<file path="src/hdl/dmsp_pkg.sv">
`timescale 1ns / 1ps
// Package for the DNS message stream parser: parse phases, queue record type
// and reset constants. No dependencies; imported by every parser module.
package dmsp_pkg;

  typedef enum logic [2:0] {
    PH_HEADER = 3'd0,
    PH_QLEN   = 3'd1,
    PH_QCHAR  = 3'd2,
    PH_QTAIL  = 3'd3,
    PH_ANSWER = 3'd4,
    PH_DONE   = 3'd5
  } phase_t;

  typedef enum logic {
    KIND_CHAR    = 1'b0,
    KIND_SUMMARY = 1'b1
  } kind_t;

  // One queued result, as decided by the front end
  typedef struct packed {
    kind_t       kind;
    logic [7:0]  name_char;
    logic [15:0] msg_id;
    logic [15:0] flags;
    logic [15:0] qdcount;
    logic [15:0] ancount;
    logic [15:0] qtype;
    logic [31:0] ttl;
  } evt_t;

  localparam int unsigned QUEUE_DEPTH    = 2;
  localparam logic [15:0] REQ_QTYPE_RST  = 16'd28;
  localparam logic [7:0]  DOT_CHAR       = 8'h2E;
  localparam logic [3:0]  HDR_ID_LO      = 4'd3;
  localparam logic [3:0]  HDR_FLAGS_LO   = 4'd5;
  localparam logic [3:0]  HDR_QD_LO      = 4'd7;
  localparam logic [3:0]  HDR_AN_LO      = 4'd9;
  localparam logic [3:0]  HDR_LAST       = 4'd13;
  localparam logic [3:0]  HDR_FIRST      = 4'd2;
  localparam logic [3:0]  QT_TYPE_LO     = 4'd1;
  localparam logic [3:0]  QT_LAST        = 4'd3;
  localparam logic [3:0]  AN_TTL_FIRST   = 4'd6;
  localparam logic [3:0]  AN_LAST        = 4'd9;

endpackage

</file>
<file path="src/hdl/dmsp_if.sv">
`timescale 1ns / 1ps
// Valid/ready channel interfaces for the DNS message stream parser.
// Depends on nothing; used by the front end, back end and top level.
interface dmsp_in_if;
  logic       valid;
  logic       ready;
  logic [7:0] msg_byte;
  logic       last_byte;

  modport source (output valid, output msg_byte, output last_byte, input ready);
  modport sink   (input valid, input msg_byte, input last_byte, output ready);
endinterface

interface dmsp_out_if;
  logic        valid;
  logic        ready;
  logic        kind;
  logic [7:0]  name_char;
  logic [15:0] msg_id;
  logic        is_response;
  logic [3:0]  opcode;
  logic [3:0]  aa_tc_rd_ra;
  logic [3:0]  rcode;
  logic [15:0] question_count;
  logic [15:0] answer_count;
  logic [15:0] question_type;
  logic [31:0] answer_ttl;
  logic        is_valid;

  modport source (
    output valid, output kind, output name_char, output msg_id, output is_response,
    output opcode, output aa_tc_rd_ra, output rcode, output question_count,
    output answer_count, output question_type, output answer_ttl, output is_valid,
    input ready
  );
  modport sink (
    input valid, input kind, input name_char, input msg_id, input is_response,
    input opcode, input aa_tc_rd_ra, input rcode, input question_count,
    input answer_count, input question_type, input answer_ttl, input is_valid,
    output ready
  );
endinterface

</file>
<file path="src/hdl/dmsp_front.sv">
`timescale 1ns / 1ps
// Front end: accepts message bytes, walks the parse phases, holds header and
// record fields and pushes result records. Depends on dmsp_pkg and dmsp_if.
module dmsp_front (
  input  logic             clk,
  input  logic             rst_n,
  dmsp_in_if.sink          in_ch,
  input  logic             q_full,
  output logic             push,
  output dmsp_pkg::evt_t   push_evt
);
  import dmsp_pkg::*;

  phase_t      phase_r, phase_nxt;
  logic [3:0]  boff_r, boff_nxt;
  logic [7:0]  label_r, label_nxt;
  logic        first_r, first_nxt;
  logic [3:0]  fld_r, fld_nxt;
  logic [23:0] asm_r, asm_nxt;
  logic [15:0] id_r, id_nxt;
  logic [15:0] flags_r, flags_nxt;
  logic [15:0] qd_r, qd_nxt;
  logic [15:0] an_r, an_nxt;
  logic [15:0] qt_r, qt_nxt;
  logic [31:0] ttl_r, ttl_nxt;

  logic       acc;
  logic       last;
  logic [7:0] b;
  logic       emit_char;
  logic [7:0] ch;
  phase_t     after_q;

  assign in_ch.ready = !q_full;
  assign acc  = in_ch.valid && in_ch.ready;
  assign b    = in_ch.msg_byte;
  assign last = in_ch.last_byte;
  assign after_q = (an_r != 16'd0) ? PH_ANSWER : PH_DONE;

  // Next phase
  always_comb begin
    phase_nxt = phase_r;
    unique case (phase_r)
      PH_HEADER: begin
        if (boff_r == HDR_LAST) begin
          phase_nxt = (qd_r != 16'd0) ? PH_QLEN : after_q;
        end
      end
      PH_QLEN:   phase_nxt = (b == 8'd0) ? PH_QTAIL : PH_QCHAR;
      PH_QCHAR:  phase_nxt = (label_r == 8'd1) ? PH_QLEN : PH_QCHAR;
      PH_QTAIL:  phase_nxt = (fld_r >= QT_LAST) ? after_q : PH_QTAIL;
      PH_ANSWER: phase_nxt = (fld_r >= AN_LAST) ? PH_DONE : PH_ANSWER;
      PH_DONE:   phase_nxt = PH_DONE;
      default:   phase_nxt = phase_r;
    endcase
  end

  // Field datapath
  always_comb begin
    boff_nxt  = boff_r;
    label_nxt = label_r;
    first_nxt = first_r;
    fld_nxt   = fld_r;
    asm_nxt   = asm_r;
    id_nxt    = id_r;
    flags_nxt = flags_r;
    qd_nxt    = qd_r;
    an_nxt    = an_r;
    qt_nxt    = qt_r;
    ttl_nxt   = ttl_r;
    case (phase_r)
      PH_HEADER: begin
        if (boff_r >= HDR_FIRST) begin
          asm_nxt = {8'd0, asm_r[7:0], b};
          if (boff_r == HDR_ID_LO)    id_nxt    = {asm_r[7:0], b};
          if (boff_r == HDR_FLAGS_LO) flags_nxt = {asm_r[7:0], b};
          if (boff_r == HDR_QD_LO)    qd_nxt    = {asm_r[7:0], b};
          if (boff_r == HDR_AN_LO)    an_nxt    = {asm_r[7:0], b};
        end
        if (boff_r == HDR_LAST) begin
          asm_nxt = '0;
          fld_nxt = '0;
        end
        boff_nxt = boff_r + 4'd1;
      end
      PH_QLEN: begin
        if (b == 8'd0) begin
          fld_nxt = '0;
          asm_nxt = '0;
        end else begin
          first_nxt = 1'b1;
          label_nxt = b;
        end
      end
      PH_QCHAR: label_nxt = label_r - 8'd1;
      PH_QTAIL: begin
        asm_nxt = {8'd0, asm_r[7:0], b};
        if (fld_r == QT_TYPE_LO) qt_nxt = {asm_r[7:0], b};
        if (fld_r >= QT_LAST) begin
          fld_nxt = '0;
          asm_nxt = '0;
        end else begin
          fld_nxt = fld_r + 4'd1;
        end
      end
      PH_ANSWER: begin
        if (fld_r >= AN_TTL_FIRST) asm_nxt = {asm_r[15:0], b};
        if (fld_r >= AN_LAST) begin
          ttl_nxt = {asm_r, b};
          asm_nxt = '0;
          fld_nxt = '0;
        end else begin
          fld_nxt = fld_r + 4'd1;
        end
      end
      default: ;
    endcase
  end

  // Outputs: name characters and result records
  always_comb begin
    emit_char = 1'b0;
    ch        = 8'd0;
    unique case (phase_r)
      PH_QLEN: begin
        emit_char = (b != 8'd0) && first_r;
        ch        = DOT_CHAR;
      end
      PH_QCHAR: begin
        emit_char = 1'b1;
        ch        = b;
      end
      default: ;
    endcase
  end

  always_comb begin
    push_evt = '0;
    push     = acc && (last || emit_char);
    if (last) begin
      push_evt.kind    = KIND_SUMMARY;
      push_evt.msg_id  = id_nxt;
      push_evt.flags   = flags_nxt;
      push_evt.qdcount = qd_nxt;
      push_evt.ancount = an_nxt;
      push_evt.qtype   = qt_nxt;
      push_evt.ttl     = ttl_nxt;
    end else begin
      push_evt.kind      = KIND_CHAR;
      push_evt.name_char = ch;
    end
  end

  always_ff @(posedge clk) begin
    if (!rst_n || (acc && last)) begin
      phase_r <= PH_HEADER;
      boff_r  <= '0;
      label_r <= '0;
      first_r <= 1'b0;
      fld_r   <= '0;
      asm_r   <= '0;
      id_r    <= '0;
      flags_r <= '0;
      qd_r    <= '0;
      an_r    <= '0;
      qt_r    <= '0;
      ttl_r   <= '0;
    end else if (acc) begin
      phase_r <= phase_nxt;
      boff_r  <= boff_nxt;
      label_r <= label_nxt;
      first_r <= first_nxt;
      fld_r   <= fld_nxt;
      asm_r   <= asm_nxt;
      id_r    <= id_nxt;
      flags_r <= flags_nxt;
      qd_r    <= qd_nxt;
      an_r    <= an_nxt;
      qt_r    <= qt_nxt;
      ttl_r   <= ttl_nxt;
    end
  end

  a_qchar_label: assert property (@(posedge clk) disable iff (!rst_n)
    (phase_r == PH_QCHAR) |-> (label_r != 8'd0))
    else $error("name character phase with no label bytes left");
  a_header_offset: assert property (@(posedge clk) disable iff (!rst_n)
    (phase_r == PH_HEADER) |-> (boff_r <= HDR_LAST))
    else $error("header offset past header end");

endmodule

</file>
<file path="src/hdl/dmsp_fifo.sv">
`timescale 1ns / 1ps
// Short record queue between front and back end of the parser.
// Depends on dmsp_pkg for the record type.
module dmsp_fifo #(
  parameter int unsigned DEPTH = dmsp_pkg::QUEUE_DEPTH
) (
  input  logic           clk,
  input  logic           rst_n,
  input  logic           push,
  input  dmsp_pkg::evt_t push_evt,
  input  logic           pop,
  output logic           full,
  output logic           not_empty,
  output dmsp_pkg::evt_t head_evt
);
  import dmsp_pkg::*;

  localparam int unsigned PTR_W = (DEPTH > 1) ? $clog2(DEPTH) : 1;
  localparam int unsigned CNT_W = $clog2(DEPTH + 1);
  localparam logic [PTR_W-1:0] PTR_LAST = PTR_W'(DEPTH - 1);
  localparam logic [CNT_W-1:0] CNT_FULL = CNT_W'(DEPTH);

  evt_t             slot_r [DEPTH];
  logic [PTR_W-1:0] wr_r, rd_r;
  logic [CNT_W-1:0] cnt_r, cnt_nxt;
  logic             do_push, do_pop;

  assign full      = (cnt_r == CNT_FULL);
  assign not_empty = (cnt_r != '0);
  assign do_push   = push && !full;
  assign do_pop    = pop && not_empty;
  assign head_evt  = slot_r[rd_r];

  always_comb begin
    cnt_nxt = cnt_r;
    if (do_push && !do_pop) cnt_nxt = cnt_r + CNT_W'(1);
    if (do_pop && !do_push) cnt_nxt = cnt_r - CNT_W'(1);
  end

  always_ff @(posedge clk) begin
    if (do_push) slot_r[wr_r] <= push_evt;
  end

  always_ff @(posedge clk) begin
    if (!rst_n) begin
      wr_r  <= '0;
      rd_r  <= '0;
      cnt_r <= '0;
    end else begin
      cnt_r <= cnt_nxt;
      if (do_push) wr_r <= (wr_r == PTR_LAST) ? '0 : wr_r + PTR_W'(1);
      if (do_pop)  rd_r <= (rd_r == PTR_LAST) ? '0 : rd_r + PTR_W'(1);
    end
  end

  a_no_overflow: assert property (@(posedge clk) disable iff (!rst_n)
    push |-> !full)
    else $error("record dropped: queue full");
  a_count_track: assert property (@(posedge clk) disable iff (!rst_n)
    (do_push && !do_pop) |=> (cnt_r == $past(cnt_r) + CNT_W'(1)))
    else $error("queue count lost a push");

endmodule

</file>
<file path="src/hdl/dmsp_back.sv">
`timescale 1ns / 1ps
// Back end: pops queued records, unpacks flags, decides validity and holds
// the result in the output register. Depends on dmsp_pkg and dmsp_if.
module dmsp_back (
  input  logic           clk,
  input  logic           rst_n,
  input  logic           q_not_empty,
  input  dmsp_pkg::evt_t head_evt,
  input  logic [15:0]    req_qtype,
  output logic           pop,
  dmsp_out_if.source     out_ch
);
  import dmsp_pkg::*;

  logic        valid_r;
  logic        kind_r;
  logic [7:0]  char_r;
  logic [15:0] id_r;
  logic        resp_r;
  logic [3:0]  opcode_r;
  logic [3:0]  flg_r;
  logic [3:0]  rcode_r;
  logic [15:0] qd_r;
  logic [15:0] an_r;
  logic [15:0] qt_r;
  logic [31:0] ttl_r;
  logic        ok_r, ok_nxt;

  assign pop = q_not_empty && (!valid_r || out_ch.ready);

  // Summary is valid unless a question type is present and mismatches, or a
  // response carries no answers; character records always carry zero here.
  always_comb begin
    ok_nxt = 1'b0;
    if (head_evt.kind == KIND_SUMMARY) begin
      if ((head_evt.qdcount != 16'd0) && (head_evt.qtype != req_qtype)) ok_nxt = 1'b0;
      else if (!head_evt.flags[15]) ok_nxt = 1'b1;
      else ok_nxt = (head_evt.ancount != 16'd0);
    end
  end

  always_ff @(posedge clk) begin
    if (!rst_n) begin
      valid_r <= 1'b0;
    end else if (pop) begin
      valid_r <= 1'b1;
    end else if (out_ch.ready) begin
      valid_r <= 1'b0;
    end
  end

  always_ff @(posedge clk) begin
    if (pop) begin
      kind_r   <= head_evt.kind;
      char_r   <= head_evt.name_char;
      id_r     <= head_evt.msg_id;
      resp_r   <= head_evt.flags[15];
      opcode_r <= head_evt.flags[14:11];
      flg_r    <= head_evt.flags[10:7];
      rcode_r  <= head_evt.flags[3:0];
      qd_r     <= head_evt.qdcount;
      an_r     <= head_evt.ancount;
      qt_r     <= head_evt.qtype;
      ttl_r    <= head_evt.ttl;
      ok_r     <= ok_nxt;
    end
  end

  assign out_ch.valid          = valid_r;
  assign out_ch.kind           = kind_r;
  assign out_ch.name_char      = char_r;
  assign out_ch.msg_id         = id_r;
  assign out_ch.is_response    = resp_r;
  assign out_ch.opcode         = opcode_r;
  assign out_ch.aa_tc_rd_ra    = flg_r;
  assign out_ch.rcode          = rcode_r;
  assign out_ch.question_count = qd_r;
  assign out_ch.answer_count   = an_r;
  assign out_ch.question_type  = qt_r;
  assign out_ch.answer_ttl     = ttl_r;
  assign out_ch.is_valid       = ok_r;

  a_pop_loads: assert property (@(posedge clk) disable iff (!rst_n)
    pop |=> valid_r)
    else $error("popped record not presented");
  a_char_clean: assert property (@(posedge clk) disable iff (!rst_n)
    (valid_r && (kind_r == KIND_CHAR)) |-> (!ok_r && (id_r == 16'd0)))
    else $error("character result carries summary fields");

endmodule

</file>
<file path="src/hdl/dns_message_stream_parser.sv">
`timescale 1ns / 1ps
// Top level of the DNS message stream parser: front end, record queue, back end.
// Each result passes from the record queue into the back-end output register.
// One byte per cycle unless the queue is full; one result per cycle when out_ch.ready.
// in_ch.ready drops only when the record queue is full, i.e. after output stalls.
// Reset (rst_n low, synchronous) clears parse state, queue and output valid;
// required_qtype returns to 28. Each last byte also returns parsing to its reset state.
module dns_message_stream_parser #(
  parameter int unsigned QUEUE_DEPTH = dmsp_pkg::QUEUE_DEPTH
) (
  input  logic        clk,
  input  logic        rst_n,
  dmsp_in_if.sink     in_ch,
  dmsp_out_if.source  out_ch,
  input  logic        cfg_we,
  input  logic [15:0] cfg_data
);
  import dmsp_pkg::*;

  logic [15:0] req_qtype_r;
  logic        push;
  evt_t        push_evt;
  logic        pop;
  logic        q_full;
  logic        q_not_empty;
  evt_t        head_evt;

  // Required question type; the user must write it only while the parser is idle (the block does not enforce this)
  always_ff @(posedge clk) begin
    if (!rst_n) begin
      req_qtype_r <= REQ_QTYPE_RST;
    end else if (cfg_we) begin
      req_qtype_r <= cfg_data;
    end
  end

  // Front end: take one byte per transfer, track phase, push a record for each
  // name character and for the summary on the last byte.
  dmsp_front u_front (
    .clk      (clk),
    .rst_n    (rst_n),
    .in_ch    (in_ch),
    .q_full   (q_full),
    .push     (push),
    .push_evt (push_evt)
  );

  // Decouple the two sides so an output stall does not stall the byte stream
  // until the queue fills.
  dmsp_fifo #(
    .DEPTH (QUEUE_DEPTH)
  ) u_fifo (
    .clk       (clk),
    .rst_n     (rst_n),
    .push      (push),
    .push_evt  (push_evt),
    .pop       (pop),
    .full      (q_full),
    .not_empty (q_not_empty),
    .head_evt  (head_evt)
  );

  // Back end: unpack flags, judge validity, hold the result until its transfer.
  dmsp_back u_back (
    .clk         (clk),
    .rst_n       (rst_n),
    .q_not_empty (q_not_empty),
    .head_evt    (head_evt),
    .req_qtype   (req_qtype_r),
    .pop         (pop),
    .out_ch      (out_ch)
  );

endmodule

</file>
<file path="src/flat_wrapper.sv">
// flat-port wrapper written by rule: the top's interface ports become plain ports
module dns_message_stream_parser_flat import dmsp_pkg::*;
#(
  parameter int unsigned QUEUE_DEPTH = dmsp_pkg::QUEUE_DEPTH
)
  (clk, rst_n, cfg_we, cfg_data, in_ch_valid, in_ch_msg_byte, in_ch_last_byte, in_ch_ready, out_ch_valid, out_ch_kind, out_ch_name_char, out_ch_msg_id, out_ch_is_response, out_ch_opcode, out_ch_aa_tc_rd_ra, out_ch_rcode, out_ch_question_count, out_ch_answer_count, out_ch_question_type, out_ch_answer_ttl, out_ch_is_valid, out_ch_ready);
  dmsp_in_if in_ch_i ();
  dmsp_out_if out_ch_i ();
  input  logic clk;
  input  logic rst_n;
  input  logic cfg_we;
  input  logic [15:0] cfg_data;
  input wire logic [$bits(in_ch_i.valid)-1:0] in_ch_valid;
  input wire logic [$bits(in_ch_i.msg_byte)-1:0] in_ch_msg_byte;
  input wire logic [$bits(in_ch_i.last_byte)-1:0] in_ch_last_byte;
  output wire logic [$bits(in_ch_i.ready)-1:0] in_ch_ready;
  output wire logic [$bits(out_ch_i.valid)-1:0] out_ch_valid;
  output wire logic [$bits(out_ch_i.kind)-1:0] out_ch_kind;
  output wire logic [$bits(out_ch_i.name_char)-1:0] out_ch_name_char;
  output wire logic [$bits(out_ch_i.msg_id)-1:0] out_ch_msg_id;
  output wire logic [$bits(out_ch_i.is_response)-1:0] out_ch_is_response;
  output wire logic [$bits(out_ch_i.opcode)-1:0] out_ch_opcode;
  output wire logic [$bits(out_ch_i.aa_tc_rd_ra)-1:0] out_ch_aa_tc_rd_ra;
  output wire logic [$bits(out_ch_i.rcode)-1:0] out_ch_rcode;
  output wire logic [$bits(out_ch_i.question_count)-1:0] out_ch_question_count;
  output wire logic [$bits(out_ch_i.answer_count)-1:0] out_ch_answer_count;
  output wire logic [$bits(out_ch_i.question_type)-1:0] out_ch_question_type;
  output wire logic [$bits(out_ch_i.answer_ttl)-1:0] out_ch_answer_ttl;
  output wire logic [$bits(out_ch_i.is_valid)-1:0] out_ch_is_valid;
  input wire logic [$bits(out_ch_i.ready)-1:0] out_ch_ready;
  assign in_ch_i.valid = in_ch_valid;
  assign in_ch_i.msg_byte = in_ch_msg_byte;
  assign in_ch_i.last_byte = in_ch_last_byte;
  assign in_ch_ready = in_ch_i.ready;
  assign out_ch_valid = out_ch_i.valid;
  assign out_ch_kind = out_ch_i.kind;
  assign out_ch_name_char = out_ch_i.name_char;
  assign out_ch_msg_id = out_ch_i.msg_id;
  assign out_ch_is_response = out_ch_i.is_response;
  assign out_ch_opcode = out_ch_i.opcode;
  assign out_ch_aa_tc_rd_ra = out_ch_i.aa_tc_rd_ra;
  assign out_ch_rcode = out_ch_i.rcode;
  assign out_ch_question_count = out_ch_i.question_count;
  assign out_ch_answer_count = out_ch_i.answer_count;
  assign out_ch_question_type = out_ch_i.question_type;
  assign out_ch_answer_ttl = out_ch_i.answer_ttl;
  assign out_ch_is_valid = out_ch_i.is_valid;
  assign out_ch_i.ready = out_ch_ready;
  dns_message_stream_parser #(.QUEUE_DEPTH(QUEUE_DEPTH)) u_core (.clk(clk), .rst_n(rst_n), .in_ch(in_ch_i), .out_ch(out_ch_i), .cfg_we(cfg_we), .cfg_data(cfg_data));
endmodule
</file>
<file path="config.mk">
export PLATFORM = sky130hd
export DESIGN_NAME = dns_message_stream_parser_flat
export DESIGN_NICKNAME = d
export VERILOG_FILES = /design/src/hdl/dmsp_pkg.sv /design/src/hdl/dmsp_if.sv /design/src/hdl/dmsp_front.sv /design/src/hdl/dmsp_fifo.sv /design/src/hdl/dmsp_back.sv /design/src/hdl/dns_message_stream_parser.sv /design/src/flat_wrapper.sv
export SDC_FILE = /design/constraint.sdc
export NUM_CORES = 1
export LEC_CHECK = 0
export BUFFER_PORTS_ARGS = -buffer_cell sky130_fd_sc_hd__buf_2
export CORE_UTILIZATION = 40
export CTS_BUF_LIST = sky130_fd_sc_hd__clkbuf_2
export DETAILED_ROUTE_END_ITERATION = 7
export PLACE_DENSITY = 0.67
export SLEW_MARGIN = 20
export SYNTH_ARGS = -nofsm -noshare
export SYNTH_HDL_FRONTEND = slang
export SYNTH_SLANG_ARGS = --single-unit
</file>
<file path="constraint.sdc">
create_clock -name clk -period 18.1 [get_ports clk]
set_clock_uncertainty 0.1 [all_clocks]
set_input_delay 0.905 -clock clk [delete_from_list [all_inputs] [get_ports clk]]
set_output_delay 0.905 -clock clk [all_outputs]
set_load 0.05 [all_outputs]
</file>
==> results of run 1 <==
-- per-layer routing --
layer	GRT usage	routed length, um
met3	0.0433	3260
met5	0	0
met1	0.236	20700
met4	0.0917	1440
met2	0.290	23600
-- repair_timing --
action | CTS | global route
gates resized for setup | 0 | 0
hold buffers | 18 | 0
endpoints found under the hold margin | 19 | 0
-- cells in the final DEF (no fill, tap or decap), types with 8 or more instances in the layout --
master         Yosys  layout
a21oi_1          185     184
a22o_1            19      19
and3_1             9       9
buf_2              7     150
buf_4              0      17
bufinv_16          0       8
clkbuf_2           0     195
clkinv_1           1      24
dfxtp_1          175     174
dlygate4sd3_1      0      18
edfxtp_1         355     355
ha_1              10      10
inv_1             14      14
mux2_2           118     118
mux2i_1           81      81
nand2_1          304     303
nand3_1           43      43
nand4_1           15      15
nor2_1            97      92
nor2b_1           16      16
nor3_1             9       8
nor4_1            20      19
o21ai_0           25      25
xor2_1            19      19
-- power groups by stage --
stage	logic, mW	registers, mW	clock network, mW
floorplan	0.213	2.00	0
global placement	0.815	1.58	0
detailed placement	0.818	1.59	0
CTS	0.824	1.56	0.903
global route	0.849	1.57	0.967
finish	0.814	1.55	0.873
-- cell type report --
type	count	share of cell area
Inverter	15	0.00241
Multi-Input combinational cell	1035	0.267
Sequential cell	530	0.593
Timing Repair Buffer	187	0.0452
Antenna cell	4	0.000419
Clock inverter	42	0.0162
Clock buffer	195	0.0408
Tap cell	680	0.0356
-- path summary, 6_finish.rpt --
check,start,to,cells past startpoint
worst min-delay path,in_ch_msg_byte[1],u_core.u_front.qt_r[1],3
worst max register to register,u_core.u_front.phase_r[0],u_core.u_fifo.slot_r[0][93],6
worst max-delay path,u_core.u_front.phase_r[0],u_core.u_fifo.slot_r[0][93],6
worst min register to register,u_core.u_front.qt_r[2],u_core.u_front.qt_r[2],2
-- state kept, by name (all words and copies together) (netlist names), 24 cells and up, named ones only --
register                         count
u_core.u_back.out_ch.answer_ttl     32
u_core.u_fifo.slot_r               236
u_core.u_front.asm_r                24
u_core.u_front.ttl_r                32
-- kinds of logic (layout without fill, tap and decap cells) --
kind of cell,Yosys count,in the layout,synth area share
AND/OR/NAND/NOR,540,540,0.112
flip-flops,530,530,0.675
AO/OA/AOI/OAI,264,264,0.0712
multiplexers,199,199,0.102
buffers and inverters,131,439,0.0242
XOR/XNOR,22,22,0.00918
adder cells (fa/ha/maj),10,10,0.00596
other,0,4,0
-- through the flow --
step	power, mW	std cells	util	area [um2]
after global routing	3.39	2686	0.463	23900
after detailed placement	2.40	2429	0.433	22300
after CTS	3.29	2684	0.463	23900
after global placement	2.40	2429	0.433	22300
after floorplan	2.22	1696	-	21000
final	3.24	2688	0.463	23900
-- critical path, cell delays in order (launching register included) --
cell and delay (ns):
dfxtp_1 0.70, nor3b_1 0.68, o211ai_1 0.20, a31o_2 0.36
nor2_4 0.72, buf_4 0.60, buf_4 0.65
==> impl_metrics.yaml, run 1 <==
yosys:
  synthesis.area_mm2: 0.0210
  yosysWarnings: 0
  synth_cell_types: 56
  syn_nets: 1736
  netlist_top_cells_count: "355 x edfxtp_1, 304 x nand2_1, 185 x a21oi_1, 175 x dfxtp_1, 118 x mux2_2"
  synth.most_common_cell: "edfxtp_1"
  synth_cells: 1696
  ys_seq_elements: 530
  synth_area_leaders: "edfxtp_1 51%, dfxtp_1 17%, mux2_2 6.3%"
  synth_top_area_frac: 0.508
  synth_edf_count: 355
  synth_seq_area_share: 0.675
  yosys.area.top_type: "edfxtp_1"
  syn_area_per_cell_um2: 12.4
  ys_async_sr_fraction: 0
  ys.flop_type: "edfxtp_1"
outcome:
  status: "finished clean"
route:
  drt_iter0_markers: 1118
  viasPerCell: 5.14
  route.detailed.drc: 0
  antenna_left: 0
  wl_per_cell_um: 18.2
  dr.pass1.iters: 5
  vias: 13816
  routed_wl_mm: 49.1
floorplanning:
  io_pins: 151
  rows: 83
  core_mm2: 0.0516
  die-height_um: 231
  die_area_mm2: 0.0534
  dieWidth_um: 231
  initial_core_util: 0.407
sta:
  tightestPinTransition_ns: 1.00
  slew_viol_final: 0
  max_freq_mhz: 223
  setup_viol: 0
  finalHoldViolCount: 0
  max-slew-margin-rel: 0.328
  setup_tns_ns: 0
  period_needed_ns: 4.49
  period_share: 0.248
  rsz0062_at_grt: "no"
  fin_ws_ns: 13.61
  fin_hold_ws_ns: 0.150
setup_path:
  r2r_slack_ns: 13.61
  cp_max_fo: 52
  cp.required_ns: 18.66
  end_kind: "flop"
  critPathKind: "flop to flop"
  startpoint_type: "flop"
  crit_arrival_ns: 5.05
power:
  power_density_mw_per_mm2: 136
  peakVddDrop_mv: 0.0619
  swShare: 0.360
  seq_power_share: 0.479
  p_leak_nw: 8.38
  p_int_mw: 2.07
  clkPwrFrac: 0.269
  p_switching_mw: 1.17
  combPwrFrac: 0.251
clock_network:
  cts_buffers: 131
  clockRootBuffer: "clkbuf_2"
  postCtsSetupBuffers: 0
  cts_tree: "built"
  ctsLongestPathBuffers: 3
  clkLatencyLatePin_ns: 1.09
  clkSlewWorstSetupHoldPaths_ns: 0.11
  cts.sinks: 530
  cts-htree-levels: 4
placed_design:
  gp_congestion: 0.853
  dp_slack_ns: 13.35
  dp_hpwl_mm: 30.4
  portBuffers: 150
layout:
  num-fill-cells: 4593
  seqCellArea_mm2: 0.0142
  layout-drive-gt1-share: 0.260
  syn_to_final_growth_pct: 13.9
  nNetsFinal: 1940
  multi_input_area_mm2: 0.00637
grt:
  gr-total-overflow: 0
  grt_usage: 0.184
  grt_pass1_vias: 13656
  grt_pass1_wl_mm: 75.9
  antenna_found_initial: 5
  grt_max_degree: 84
min_path:
  min_path_type: "input port to flop"
job:
  drv_cap: 0
Power figures use the tool's default switching activity.
==> run 2, diff against run 1 <==
--- a/config.mk
+++ b/config.mk
@@ -9,7 +9,7 @@
 export CORE_UTILIZATION = 40
 export CTS_BUF_LIST = sky130_fd_sc_hd__clkbuf_2
 export DETAILED_ROUTE_END_ITERATION = 7
-export PLACE_DENSITY = 0.67
+export PLACE_DENSITY = 0.69
 export SLEW_MARGIN = 20
 export SYNTH_ARGS = -nofsm -noshare
 export SYNTH_HDL_FRONTEND = slang
==> constraint.sdc (replaced) <==
create_clock -name clk -period 3.68 [get_ports clk]
set_clock_uncertainty 0.1 [all_clocks]
set_input_delay 0.184 -clock clk [delete_from_list [all_inputs] [get_ports clk]]
set_output_delay 0.184 -clock clk [all_outputs]
set_load 0.05 [all_outputs]
==> impl_metrics.yaml, run 2 (synthesized netlist as in run 1, its figures left out) <==
min_path:
  hold_path_depth: 4
  min-delay-start: "out_ch_ready"
  min_path_type: "input port to flop"
  worstHoldEndpoint: "u_core.u_back.out_ch.valid"
grt:
  grt_busiest_layer: "met2"
  grt_use_met2: 0.310
  grt_pass1_vias: 14431
  grt_util_met3: 0.0384
  grt_pass1_wl_mm: 78.6
  grt_usage: 0.190
  grt_use_met1: 0.237
  antenna_found_initial: 2
  grt_max_degree: 121
  gr-total-overflow: 0
setup_path:
  startpoint_type: "flop"
  crit_arrival_ns: 4.31
  cp_max_fo: 18
  timing.rr.end: "u_core.u_front.qt_r[6]"
  critical_path.max_stage_delay_ns: 0.68
  cp.required_ns: 4.66
  r2r_slack_ns: 0.35
  critPathKind: "flop to flop"
  r2r-start: "u_core.u_front.phase_r[0]"
  path_cells: "nor2b_1, nand4_1, buf_4, nor2_1, buf_4, nand2_1, dlygate4sd3_1, a21oi_1, dlygate4sd3_1"
  critical_path.slowest_cell: "dfxtp_1"
  reg2reg_depth: 9
  end_kind: "flop"
  crit_start: "u_core.u_front.phase_r[0]"
clock_network:
  ctsLongestPathBuffers: 3
  clkSlewWorstSetupHoldPaths_ns: 0.10
  postCtsSetupBuffers: 0
  cts.sinks: 530
  cts-htree-levels: 4
  cts_hold_buf: 95
  cts_tree: "built"
  clockRootBuffer: "clkbuf_2"
  cts_buffers: 135
  ctsResizeCount: 0
  clkLatencyLatePin_ns: 1.13
layout:
  final_common_cell: "edfxtp_1"
  nNetsFinal: 2029
  layout-drive-gt1-share: 0.254
  final_area_mm2: 0.0247
  layout_common_cells: "355 x edfxtp_1, 304 x nand2_1, 207 x clkbuf_2"
  syn_to_final_growth_pct: 17.9
  largest_register_ff_count: 236
  regMostFlops: "u_core.u_fifo.slot_r"
sta:
  fin_hold_ws_ns: 0.134
  period_needed_ns: 3.33
  fin_ws_ns: 0.348
  max_freq_mhz: 300
  tightestPinTransition_ns: 0.992
  max-slew-margin-rel: 0.337
  slew_viol_final: 0
  setup_viol: 0
  setup_tns_ns: 0
  period_share: 0.905
  rsz0062_at_grt: "no"
  finalHoldViolCount: 0
floorplanning:
  dieWidth_um: 231
  die_area_mm2: 0.0534
  core_mm2: 0.0516
  initial_core_util: 0.407
  rows: 83
  die-height_um: 231
  io_pins: 151
route:
  dr.pass1.iters: 5
  route.detailed.drc: 0
  viasPerCell: 5.15
  vias: 14310
  routed_wl_mm: 50.7
  antenna_left: 0
  drt_iter0_markers: 1208
  wl_per_cell_um: 18.2
power:
  peakVddDrop_mv: 0.415
  p_leak_nw: 8.78
  total_power_mw: 15.9
  power_density_mw_per_mm2: 644
placed_design:
  place_area_mm2: 0.0225
  portBuffers: 150
  dp_hpwl_mm: 29.9
  gp_congestion: 0.832
  dp_slack_ns: 0.673
outcome:
  status: "finished clean"
job:
  drv_cap: 0
-- run 2: cell types whose count changed in the layout (fill, tap and decap cells not counted), moves of 3 or more --
cell	delta
buf_12	+4
diode_2	-3
clkbuf_2	+12
clkinvlp_4	-3
buf_4	+5
bufinv_16	-3
dlygate4sd3_1	+77
clkinv_1	+8
-- run 2: per-layer routing --
| layer | vias to the layer above | wire, um |
|---|---|---|
| met4 | 2 | 1890 |
| li1 | 6760 | - |
| met3 | 120 | 2750 |
| met2 | 471 | 24700 |
| met5 | - | 13 |
| met1 | 6957 | 21300 |
-- run 2: worst max path at each step --
stage                                               end  slack (ns)  depth (start not counted)
after global routing             u_core.u_front.qt_r[6]        0.12                          9
after detailed placement  u_core.u_back.out_ch.is_valid        0.67                          6
after global placement    u_core.u_back.out_ch.is_valid        0.67                          6
after floorplan                  u_core.u_fifo.cnt_r[1]        0.02                          5
after CTS                        u_core.u_front.qt_r[5]        0.43                          9
final                            u_core.u_front.qt_r[6]        0.35                          9
-- run 2: cell type report --
type / count / area (um2)
inverters: 15 / 57.6
multi-input cells: 1035 / 6380
clock buffers: 207 / 1040
well taps: 680 / 851
diodes: 1 / 2.50
fillers: 4569 / 26900
flip-flops and latches: 530 / 14200
repair buffers: 272 / 1960
clock inverters: 40 / 283
-- run 2: metrics by stage --
stage          utilization  instances
2_1_floorplan            -       1696
3_3_place_gp         0.435       2437
3_5_place_dp         0.435       2437
4_1_cts              0.479       2779
5_1_grt              0.479       2780
6_report             0.479       2780
-- run 2: power breakdown --
group | switching [mW] | internal (mW) | total, mW
clock network | 2.33 | 1.84 | 4.17
registers | 0.346 | 7.34 | 7.68
logic | 3.13 | 0.961 | 4.09
total | 5.81 | 10.1 | 15.9
-- run 2: critical path, delay by kind of cell, from the launching register on --
kind,cells,cell delay [ns]
buffers and inverters,4,1.69
AND/OR/NAND/NOR,4,0.70
flip-flops,1,0.68
AO/OA/AOI/OAI,1,0.14
